[src/rtl/sha_pkg.sv]
// ----------------------------------------------------------------------------
// SHA-256 package
// Round constants, initial hash values and round functions.
// ----------------------------------------------------------------------------
package sha_pkg;

  localparam int unsigned BlockBytes = 64;
  localparam int unsigned RamDepth   = 16;
  localparam int unsigned WordW      = 32;

  localparam logic [7:0] PadByte = 8'h80;
  localparam int unsigned LenPos = 56;

  function automatic logic [31:0] round_k(input logic [5:0] idx);
    logic [31:0] k;
    unique case (idx)
      6'd0:  k = 32'h428a2f98; 6'd1:  k = 32'h71374491; 6'd2:  k = 32'hb5c0fbcf;
      6'd3:  k = 32'he9b5dba5; 6'd4:  k = 32'h3956c25b; 6'd5:  k = 32'h59f111f1;
      6'd6:  k = 32'h923f82a4; 6'd7:  k = 32'hab1c5ed5; 6'd8:  k = 32'hd807aa98;
      6'd9:  k = 32'h12835b01; 6'd10: k = 32'h243185be; 6'd11: k = 32'h550c7dc3;
      6'd12: k = 32'h72be5d74; 6'd13: k = 32'h80deb1fe; 6'd14: k = 32'h9bdc06a7;
      6'd15: k = 32'hc19bf174; 6'd16: k = 32'he49b69c1; 6'd17: k = 32'hefbe4786;
      6'd18: k = 32'h0fc19dc6; 6'd19: k = 32'h240ca1cc; 6'd20: k = 32'h2de92c6f;
      6'd21: k = 32'h4a7484aa; 6'd22: k = 32'h5cb0a9dc; 6'd23: k = 32'h76f988da;
      6'd24: k = 32'h983e5152; 6'd25: k = 32'ha831c66d; 6'd26: k = 32'hb00327c8;
      6'd27: k = 32'hbf597fc7; 6'd28: k = 32'hc6e00bf3; 6'd29: k = 32'hd5a79147;
      6'd30: k = 32'h06ca6351; 6'd31: k = 32'h14292967; 6'd32: k = 32'h27b70a85;
      6'd33: k = 32'h2e1b2138; 6'd34: k = 32'h4d2c6dfc; 6'd35: k = 32'h53380d13;
      6'd36: k = 32'h650a7354; 6'd37: k = 32'h766a0abb; 6'd38: k = 32'h81c2c92e;
      6'd39: k = 32'h92722c85; 6'd40: k = 32'ha2bfe8a1; 6'd41: k = 32'ha81a664b;
      6'd42: k = 32'hc24b8b70; 6'd43: k = 32'hc76c51a3; 6'd44: k = 32'hd192e819;
      6'd45: k = 32'hd6990624; 6'd46: k = 32'hf40e3585; 6'd47: k = 32'h106aa070;
      6'd48: k = 32'h19a4c116; 6'd49: k = 32'h1e376c08; 6'd50: k = 32'h2748774c;
      6'd51: k = 32'h34b0bcb5; 6'd52: k = 32'h391c0cb3; 6'd53: k = 32'h4ed8aa4a;
      6'd54: k = 32'h5b9cca4f; 6'd55: k = 32'h682e6ff3; 6'd56: k = 32'h748f82ee;
      6'd57: k = 32'h78a5636f; 6'd58: k = 32'h84c87814; 6'd59: k = 32'h8cc70208;
      6'd60: k = 32'h90befffa; 6'd61: k = 32'ha4506ceb; 6'd62: k = 32'hbef9a3f7;
      default: k = 32'hc67178f2;
    endcase
    return k;
  endfunction

  function automatic logic [31:0] init_h(input logic [2:0] idx);
    logic [31:0] h;
    unique case (idx)
      3'd0: h = 32'h6a09e667; 3'd1: h = 32'hbb67ae85;
      3'd2: h = 32'h3c6ef372; 3'd3: h = 32'ha54ff53a;
      3'd4: h = 32'h510e527f; 3'd5: h = 32'h9b05688c;
      3'd6: h = 32'h1f83d9ab; default: h = 32'h5be0cd19;
    endcase
    return h;
  endfunction

  function automatic logic [31:0] rotr(input logic [31:0] x, input int unsigned n);
    return (x >> n) | (x << (32 - n));
  endfunction

  function automatic logic [31:0] ssig0(input logic [31:0] x);
    return rotr(x, 7) ^ rotr(x, 18) ^ (x >> 3);
  endfunction

  function automatic logic [31:0] ssig1(input logic [31:0] x);
    return rotr(x, 17) ^ rotr(x, 19) ^ (x >> 10);
  endfunction

  function automatic logic [31:0] bsig0(input logic [31:0] x);
    return rotr(x, 2) ^ rotr(x, 13) ^ rotr(x, 22);
  endfunction

  function automatic logic [31:0] bsig1(input logic [31:0] x);
    return rotr(x, 6) ^ rotr(x, 11) ^ rotr(x, 25);
  endfunction

endpackage

[src/rtl/sha_ram.sv]
// ----------------------------------------------------------------------------
// SHA generic RAM
// Single write port, single read port, registered read data.
// ----------------------------------------------------------------------------
module sha_ram #(
  parameter int unsigned Width = 32,
  parameter int unsigned Depth = 16
) (
  input  logic                     clk_i,
  input  logic                     we_i,
  input  logic [$clog2(Depth)-1:0] waddr_i,
  input  logic [Width-1:0]         wdata_i,
  input  logic [$clog2(Depth)-1:0] raddr_i,
  output logic [Width-1:0]         rdata_o
);

  logic [Width-1:0] mem_q [Depth];

  always_ff @(posedge clk_i) begin
    if (we_i) begin
      mem_q[waddr_i] <= wdata_i;
    end
    rdata_o <= mem_q[raddr_i];
  end

endmodule

[src/rtl/sha256_byte_stream_hasher_top.sv]
// A request that does not complete a block is taken while idle. The 64th byte starts
// a compression: a load, 16 rounds of a read and a round step, 48 rounds of three
// schedule reads, then read-modify-write, and the hash update. End of message adds
// padding (one byte position per step), the two length words, one or two compressions
// and 8 digest words. No byte is taken while a block is compressed.
// Reset is asynchronous, active low; it restores the initial hash values.
// ----------------------------------------------------------------------------
// SHA-256 byte stream hasher
// Collects bytes into words in a schedule memory and runs the compression.
// ----------------------------------------------------------------------------
module sha256_byte_stream_hasher_top (
  input  logic        clk_i,
  input  logic        rst_ni,
  input  logic        s_axis_tvalid_i,
  output logic        s_axis_tready_o,
  // tdata: [7:0] data_byte
  input  logic [7:0]  s_axis_tdata_i,
  // tuser: [0] has_byte
  input  logic        s_axis_tuser_i,
  input  logic        s_axis_tlast_i,
  output logic        m_axis_tvalid_o,
  input  logic        m_axis_tready_i,
  // tdata: [31:0] digest_word, [34:32] word_index, [39:35] zero
  output logic [39:0] m_axis_tdata_o,
  output logic        m_axis_tlast_o
);

  localparam int unsigned AW = $clog2(sha_pkg::RamDepth);

  localparam logic [3:0] S_IDLE = 4'd0, S_PAD = 4'd1, S_LEN = 4'd2, S_LDH = 4'd3,
    S_RD1 = 4'd4, S_RD2 = 4'd5, S_RD3 = 4'd6, S_RD4 = 4'd7, S_RND = 4'd8,
    S_FIN = 4'd9, S_OUT = 4'd10;

  logic [3:0]  st_q;
  logic [31:0] h_q [8];
  logic [31:0] v_q [8];
  logic [31:0] acc_q;          // byte assembly word
  logic [5:0]  fill_q;
  logic [63:0] bits_q;
  logic        fin_q;          // finalize pending
  logic        padded_q;       // 0x80 already placed
  logic [5:0]  rnd_q;
  logic [2:0]  cnt_q;
  logic [31:0] w15_q, w2_q, w7_q;

  logic          we;
  logic [AW-1:0] waddr, raddr;
  logic [31:0]   wdata, rdata;

  sha_ram #(.Width(sha_pkg::WordW), .Depth(sha_pkg::RamDepth)) u_wram (
    .clk_i, .we_i(we), .waddr_i(waddr), .wdata_i(wdata),
    .raddr_i(raddr), .rdata_o(rdata)
  );

  logic acc_in;
  assign acc_in = s_axis_tvalid_i && s_axis_tready_o;
  assign s_axis_tready_o = (st_q == S_IDLE);

  // Byte insertion into the assembly word at the current fill position.
  function automatic logic [31:0] put_byte(input logic [31:0] w, input logic [1:0] p,
                                           input logic [7:0] b);
    logic [31:0] r;
    r = w;
    r[(3 - p) * 8 +: 8] = b;
    return r;
  endfunction

  logic [31:0] wi, t1, t2, mj, ch, wnew;
  always_comb begin
    wnew = rdata + sha_pkg::ssig0(w15_q) + w7_q + sha_pkg::ssig1(w2_q);
    wi   = (rnd_q < 6'd16) ? rdata : wnew;
    ch   = (v_q[4] & v_q[5]) ^ (~v_q[4] & v_q[6]);
    mj   = (v_q[0] & v_q[1]) ^ (v_q[0] & v_q[2]) ^ (v_q[1] & v_q[2]);
    t1   = v_q[7] + sha_pkg::bsig1(v_q[4]) + ch + sha_pkg::round_k(rnd_q) + wi;
    t2   = sha_pkg::bsig0(v_q[0]) + mj;
  end

  always_comb begin
    we    = 1'b0;
    waddr = fill_q[5:2];
    wdata = acc_q;
    raddr = rnd_q[AW-1:0];
    unique case (st_q)
      S_RD1: raddr = AW'(rnd_q - 6'd15);
      S_RD2: raddr = AW'(rnd_q - 6'd2);
      S_RD3: raddr = AW'(rnd_q - 6'd7);
      S_RND: begin
        if (rnd_q >= 6'd16) begin
          we = 1'b1; waddr = rnd_q[AW-1:0]; wdata = wnew;
        end
      end
      default: ;
    endcase
    if (st_q == S_IDLE && acc_in) begin
      if (s_axis_tuser_i && fill_q[1:0] == 2'd3) begin
        we = 1'b1; wdata = put_byte(acc_q, 2'd3, s_axis_tdata_i);
      end
    end
    if (st_q == S_PAD) begin
      we = (fill_q[1:0] == 2'd3) || (fill_q == 6'(sha_pkg::LenPos - 1)) ||
           (fill_q == 6'(sha_pkg::BlockBytes - 1));
      wdata = padded_q ? acc_q : put_byte(acc_q, fill_q[1:0], sha_pkg::PadByte);
    end
    if (st_q == S_LEN) begin
      we = 1'b1; waddr = cnt_q[0] ? 4'd15 : 4'd14;
      wdata = cnt_q[0] ? bits_q[31:0] : bits_q[63:32];
    end
  end

  always_ff @(posedge clk_i or negedge rst_ni) begin
    if (!rst_ni) begin
      st_q <= S_IDLE; fill_q <= '0; bits_q <= '0; fin_q <= 1'b0;
      padded_q <= 1'b0; rnd_q <= '0; cnt_q <= '0; acc_q <= '0;
      for (int i = 0; i < 8; i++) h_q[i] <= sha_pkg::init_h(3'(i));
    end else begin
      unique case (st_q)
        S_IDLE: if (acc_in) begin
          fin_q <= s_axis_tlast_i;
          if (s_axis_tuser_i) begin
            acc_q  <= (fill_q[1:0] == 2'd3) ? '0
                      : put_byte(acc_q, fill_q[1:0], s_axis_tdata_i);
            bits_q <= bits_q + 64'd8;
            fill_q <= fill_q + 6'd1;
            if (fill_q == 6'd63) begin
              st_q <= S_LDH;
            end else if (s_axis_tlast_i) begin
              st_q <= S_PAD;
            end
          end else if (s_axis_tlast_i) begin
            st_q <= S_PAD;
          end
        end
        S_PAD: begin
          // Place 0x80 at the first free byte, then zeros up to the length.
          acc_q <= (fill_q[1:0] == 2'd3) ? '0
                   : (padded_q ? acc_q : put_byte(acc_q, fill_q[1:0], sha_pkg::PadByte));
          padded_q <= 1'b1;
          fill_q   <= fill_q + 6'd1;
          if (fill_q == 6'd63) begin
            st_q <= S_LDH;
          end else if (fill_q == 6'(sha_pkg::LenPos - 1)) begin
            fill_q <= '0; cnt_q <= '0; st_q <= S_LEN;
          end else if (fill_q[1:0] == 2'd3) begin
            acc_q <= '0;
          end
        end
        S_LEN: begin
          cnt_q <= cnt_q + 3'd1;
          if (cnt_q[0]) begin
            fin_q <= 1'b0; fill_q <= '0; st_q <= S_LDH;
          end
        end
        S_LDH: begin
          for (int i = 0; i < 8; i++) v_q[i] <= h_q[i];
          rnd_q <= '0; st_q <= S_RD4; acc_q <= '0;
        end
        S_RD1: begin st_q <= S_RD2; end
        S_RD2: begin w15_q <= rdata; st_q <= S_RD3; end
        S_RD3: begin w2_q <= rdata; st_q <= S_RD4; end
        S_RD4: begin
          if (rnd_q >= 6'd16) w7_q <= rdata;
          st_q <= S_RND;
        end
        S_RND: begin
          v_q[7] <= v_q[6]; v_q[6] <= v_q[5]; v_q[5] <= v_q[4];
          v_q[4] <= v_q[3] + t1; v_q[3] <= v_q[2]; v_q[2] <= v_q[1];
          v_q[1] <= v_q[0]; v_q[0] <= t1 + t2;
          rnd_q <= rnd_q + 6'd1;
          if (rnd_q == 6'd63) st_q <= S_FIN;
          else if (rnd_q >= 6'd15) st_q <= S_RD1;
          else st_q <= S_RD4;
        end
        S_FIN: begin
          for (int i = 0; i < 8; i++) h_q[i] <= h_q[i] + v_q[i];
          cnt_q <= '0;
          if (fin_q) st_q <= S_PAD;
          else if (padded_q) st_q <= S_OUT;
          else st_q <= S_IDLE;
        end
        S_OUT: if (m_axis_tready_i) begin
          cnt_q <= cnt_q + 3'd1;
          if (cnt_q == 3'd7) begin
            st_q <= S_IDLE; fill_q <= '0; bits_q <= '0; padded_q <= 1'b0;
            fin_q <= 1'b0; acc_q <= '0;
            for (int i = 0; i < 8; i++) h_q[i] <= sha_pkg::init_h(3'(i));
          end
        end
        default: st_q <= S_IDLE;
      endcase
    end
  end

  // The 64th byte and end-of-message share the same compression; fin_q
  // then sends the machine to padding after the hash update.
  assign m_axis_tvalid_o = (st_q == S_OUT);
  assign m_axis_tdata_o  = {5'd0, cnt_q, h_q[cnt_q]};
  assign m_axis_tlast_o  = (cnt_q == 3'd7);

endmodule

[config.mk]
export PLATFORM = sky130hd
export DESIGN_NAME = sha256_byte_stream_hasher_top
export DESIGN_NICKNAME = d
export VERILOG_FILES = /design/src/rtl/sha_pkg.sv /design/src/rtl/sha_ram.sv /design/src/rtl/sha256_byte_stream_hasher_top.sv
export SDC_FILE = /design/constraint.sdc
export NUM_CORES = 2
export LEC_CHECK = 0
export BUFFER_PORTS_ARGS = -buffer_cell sky130_fd_sc_hd__clkbuf_2
export CORE_UTILIZATION = 55
export CTS_CLUSTER_DIAMETER = 150
export CTS_CLUSTER_SIZE = 40
export DETAILED_ROUTE_END_ITERATION = 8
export HOLD_SLACK_MARGIN = 0.15
export MAX_ROUTING_LAYER = met4
export PLACE_DENSITY = 0.72
export SETUP_SLACK_MARGIN = 0.1
export SKIP_CTS_REPAIR_TIMING = 1
export SYNTH_ARGS = -nofsm -noshare
export SYNTH_HDL_FRONTEND = slang
export SYNTH_SLANG_ARGS = --single-unit
[constraint.sdc]
create_clock -name clk_i -period 19.7 [get_ports clk_i]
set_input_delay 1.97 -clock clk_i [delete_from_list [all_inputs] [get_ports clk_i]]
set_output_delay 1.97 -clock clk_i [all_outputs]
set_load 0.03 [all_outputs]
==> metrics.txt <==
# TYPE chip_impl_metric gauge
chip_impl_info{name="outcome",value="finished, violations left"} 1
chip_impl_info{name="violations",value="max-capacitance violations, max-slew violations"} 1
chip_impl_info{name="hold_path_end",value="h_q[144]$_DFFE_PN1P_"} 1
chip_impl_metric{name="groute.layer.met2.usage",unit=""} 0.5489
chip_impl_metric{name="clock.fmax",unit="GHz"} 0.08876
chip_impl_info{name="critical_path_class",value="reg -> reg"} 1
chip_impl_info{name="endpoint_kind",value="flop"} 1
chip_impl_info{name="synth_top_cell_by_area",value="sky130_fd_sc_hd__edfxtp_1"} 1
chip_impl_metric{name="drt_iter0_markers",unit=""} 5745
chip_impl_metric{name="synth_top_area_frac",unit=""} 0.3276
chip_impl_metric{name="detailed_route_via_count",unit=""} 56580
chip_impl_metric{name="cts_inserted_buffers",unit=""} 39
chip_impl_metric{name="register_area_share_after_synthesis",unit=""} 0.4547
chip_impl_metric{name="first_global_vias",unit=""} 55550
chip_impl_metric{name="die_area",unit="sq mm"} 0.1455
chip_impl_metric{name="cts_num_sinks",unit=""} 1266
chip_impl_metric{name="place_congestion",unit=""} 1.021
chip_impl_metric{name="hold_path_depth",unit=""} 2
chip_impl_metric{name="worstMarginPinSlew",unit="ns"} 1.502
chip_impl_info{name="combinational_family_with_the_most_area_after_synthesis",value="compound AO/OA/AOI/OAI gates"} 1
chip_impl_metric{name="post_route_cells_drive_above_1_share",unit=""} 0.1228
chip_impl_metric{name="synth_xor_xnor_area_share",unit=""} 0.06933
chip_impl_metric{name="finalCriticalPeriod",unit="ns"} 11.27
chip_impl_metric{name="worst_ep_arrival_time",unit="ns"} 11.71
chip_impl_metric{name="area_growth",unit="%"} 4.671
chip_impl_metric{name="multiplexer_fraction_of_the_synthesized_cell_area",unit=""} 0.1055
chip_impl_metric{name="global_route.usage.total",unit=""} 0.3394
chip_impl_metric{name="placed_cell_area",unit="sq mm"} 0.08163
chip_impl_metric{name="avgSynthCellArea",unit="sq um"} 11.36
chip_impl_metric{name="design.portCount",unit=""} 57
chip_impl_info{name="postSynth.topFlopCell",value="sky130_fd_sc_hd__edfxtp_1"} 1
chip_impl_metric{name="max_cap_viol_count",unit=""} 1
chip_impl_metric{name="drt-wirelength-per-cell",unit="um"} 27.74
chip_impl_metric{name="post_synth_and_or_nand_nor_area_fraction",unit=""} 0.08425
chip_impl_metric{name="initial_core_util",unit=""} 0.5567
chip_impl_metric{name="yosys_register_bits",unit=""} 1266
chip_impl_info{name="cts_tree",value="yes"} 1
chip_impl_metric{name="use_met1",unit=""} 0.4410
chip_impl_metric{name="worst_r2r_path_depth",unit=""} 37
chip_impl_metric{name="core_area",unit="sq mm"} 0.1423
chip_impl_info{name="setup_repair_after_global_routing_missed_its_margin",value="no"} 1
chip_impl_info{name="clock_tree_root",value="sky130_fd_sc_hd__clkbuf_16"} 1
chip_impl_metric{name="synth_area",unit="sq mm"} 0.07920
chip_impl_metric{name="ys_types",unit=""} 91
chip_impl_info{name="timing.critical_path.slowest_stage_cell",value="sky130_fd_sc_hd__a2111oi_0"} 1
chip_impl_metric{name="crit_path_max_fanout",unit=""} 5
chip_impl_metric{name="clk_path_buf_depth",unit=""} 3
chip_impl_metric{name="die_width",unit="um"} 381.5
chip_impl_metric{name="syn_inst",unit=""} 6971
chip_impl_metric{name="timing_hold_violations_final",unit=""} 0
chip_impl_metric{name="gr-total-overflow",unit=""} 0
chip_impl_info{name="rr_startpoint",value="w2_q[20]$_DFFE_PP_"} 1
chip_impl_metric{name="finish.instance_area",unit="sq mm"} 0.08290
chip_impl_metric{name="place.detailed.hpwl",unit="um"} 175400
chip_impl_metric{name="grt_first_pass_wirelength",unit="um"} 358600
chip_impl_metric{name="ant_nets",unit=""} 0
chip_impl_metric{name="synth-adder-area-share",unit=""} 0.1177
chip_impl_metric{name="grt_max_degree",unit=""} 164
chip_impl_metric{name="final_cycle_utilization_of_the_critical_path",unit=""} 0.5719
chip_impl_metric{name="crit_required",unit="ns"} 20.14
chip_impl_metric{name="rows",unit=""} 138
chip_impl_info{name="critical-path-top-cell-by-count",value="sky130_fd_sc_hd__fa_1"} 1
chip_impl_metric{name="antenna_found_initial",unit=""} 5
chip_impl_metric{name="floorplan.die.height",unit="um"} 381.5
chip_impl_metric{name="number_of_enable_type_register_cells_in_the_synthesized_netlist",unit=""} 864
chip_impl_info{name="hold_path_class",value="reg -> reg"} 1
chip_impl_metric{name="worst_setup_hold_path_clk_slew",unit="ns"} 0.16
chip_impl_metric{name="cts_htree_levels",unit=""} 2
chip_impl_metric{name="final_setup_violation_count",unit=""} 0
chip_impl_metric{name="fin_setup_tns",unit="ns"} 0
chip_impl_metric{name="wl",unit="um"} 242700
chip_impl_metric{name="clock_latency_on_the_worst_skew_pair",unit="ns"} 0.75
chip_impl_metric{name="met3_usage",unit=""} 0.03673
chip_impl_info{name="worstHoldStart",value="h_q[144]$_DFFE_PN1P_"} 1
chip_impl_info{name="ys_top_cells_by_count",value="864 x sky130_fd_sc_hd__edfxtp_1, 516 x sky130_fd_sc_hd__a21oi_1, 473 x sky130_fd_sc_hd__nand2_1, 460 x sky130_fd_sc_hd__nor2_1, 430 x sky130_fd_sc_hd__o21ai_0"} 1
chip_impl_metric{name="io_buffer_count",unit=""} 51
chip_impl_metric{name="ff2ff_setup_slack",unit="ns"} 8.43
chip_impl_metric{name="drv_slew",unit=""} 16
chip_impl_metric{name="fin_nets",unit=""} 7445
chip_impl_info{name="synthMostInstantiatedCell",value="sky130_fd_sc_hd__edfxtp_1"} 1
chip_impl_metric{name="slowest_delay",unit="ns"} 1.01
chip_impl_metric{name="detail_route.vias_per_cell",unit=""} 6.467
chip_impl_metric{name="ys_warn_count",unit=""} 0
chip_impl_metric{name="compound_gate_portion_of_the_synthesized_area",unit=""} 0.1330
chip_impl_info{name="timing.rr.end",value="v_q[0][31]$_DFFE_PP_"} 1
chip_impl_metric{name="headroom_to_the_max_slew_limit",unit=""} -0.001556
chip_impl_metric{name="ys_async_sr_fraction",unit=""} 0.2923
chip_impl_info{name="worst_setup_path_start_kind",value="flop"} 1
chip_impl_info{name="busiest_layer",value="met2"} 1
chip_impl_metric{name="drt-pass1-iter-count",unit=""} 6
chip_impl_metric{name="n_fill_cell",unit=""} 11760
chip_impl_info{name="largest_cells_by_area_after_synthesis",value="sky130_fd_sc_hd__edfxtp_1 33%, sky130_fd_sc_hd__dfrtp_1 7.4%, sky130_fd_sc_hd__ha_1 6.4%, sky130_fd_sc_hd__mux4_2 5.7%, sky130_fd_sc_hd__fa_1 5.0%"} 1
chip_impl_metric{name="clock-skew-final",unit="ns"} 0.07085
chip_impl_metric{name="number_of_remaining_drc_errors",unit=""} 0
[metrics by stage]
step,cells,util,hold WS (ns),setup WS (ns)
2_1_floorplan,6975,-,0.4429,7.363
3_5_place_dp,8676,0.5737,0.4960,8.616
5_1_grt,8749,0.5827,0.5419,7.813
3_3_place_gp,8676,0.5737,0.4881,8.671
6_report,8749,0.5827,0.5323,8.434
4_1_cts,8747,0.5827,0.5307,8.554
[area by class of cell]
type                            instances  area, sq um  area share
Antenna cell                            2        5.005  0.00006037
Sequential cell                      1266        36030      0.4346
Clock inverter                          9        176.4    0.002128
Multi-Input combinational cell       4971        40650      0.4903
Tap cell                             1890         2365     0.02852
Clock buffer                           62         1094     0.01319
Inverter                              403         1513     0.01825
Timing Repair Buffer                  146         1079     0.01301
[cell usage in the layout (no fill, tap or decap), types with 35 or more instances in the layout]
cell,instances
sky130_fd_sc_hd__nor2_1,438
sky130_fd_sc_hd__o31ai_1,44
sky130_fd_sc_hd__and3_1,35
sky130_fd_sc_hd__nand2_1,470
sky130_fd_sc_hd__o21a_1,69
sky130_fd_sc_hd__nand2b_1,72
sky130_fd_sc_hd__mux2_2,233
sky130_fd_sc_hd__nand3_1,104
sky130_fd_sc_hd__buf_4,87
sky130_fd_sc_hd__a211oi_1,82
sky130_fd_sc_hd__a21oi_1,515
sky130_fd_sc_hd__dfstp_2,136
sky130_fd_sc_hd__mux2i_1,123
sky130_fd_sc_hd__a21o_1,166
sky130_fd_sc_hd__fa_1,196
sky130_fd_sc_hd__edfxtp_1,864
sky130_fd_sc_hd__a31oi_1,54
sky130_fd_sc_hd__dfrtp_1,229
sky130_fd_sc_hd__o21ai_0,424
sky130_fd_sc_hd__ha_1,408
sky130_fd_sc_hd__xor2_1,230
sky130_fd_sc_hd__clkbuf_2,50
sky130_fd_sc_hd__inv_1,400
sky130_fd_sc_hd__xnor2_1,396
sky130_fd_sc_hd__mux4_2,200
sky130_fd_sc_hd__nor3_1,89
sky130_fd_sc_hd__nor2b_1,87
sky130_fd_sc_hd__clkbuf_16,40
[layer usage]
layer  routed length (um)  up-vias
li1                     -    25090
met1                96930    28640
met2               117400     2414
met3                17280      441
met4                11030        0
met5                    0        -
[sequential cells by signal, summed over array words and instances, names as in the netlist, 32 cells and up]
name            cells
acc_q              32
bits_q             61
h_q               256
u_wram.mem_q      512
u_wram.rdata_o     32
v_q               256
w15_q              32
w2_q               32
w7_q               32
[worst max-delay path: cells and delay by family, from the launching register on]
kind / cells / cell delay (ns)
compound gates: 18 / 4.64
fa+ha+maj: 10 / 4.28
xor+xnor: 5 / 0.90
flops: 1 / 0.47
simple gates: 1 / 0.47
buf+inv: 3 / 0.21
[cell families after synthesis]
kind of cell	after synthesis
compound gates	1687
buf+inv	738
simple gates	1463
flops	1266
mux	556
fa+ha+maj	633
xor+xnor	627
other cells	1
[how the worst max path moves through the flow]
stage	startpoint	end	slack, ns	cells past startpoint
4_1_cts	w2_q[20]$_DFFE_PP_	v_q[0][31]$_DFFE_PP_	8.55	46
2_1_floorplan	rst_ni	v_q[0][0]$_DFFE_PP_	7.36	1
6_report	w2_q[20]$_DFFE_PP_	v_q[0][31]$_DFFE_PP_	8.43	37
5_1_grt	w2_q[20]$_DFFE_PP_	v_q[0][31]$_DFFE_PP_	7.81	46
3_3_place_gp	w2_q[20]$_DFFE_PP_	v_q[0][31]$_DFFE_PP_	8.67	37
3_5_place_dp	w2_q[20]$_DFFE_PP_	v_q[0][31]$_DFFE_PP_	8.62	46
Power is left out: the tool's default activity adds up to more than one toggle a clock period on the data nets, which glitch-free logic cannot reach.
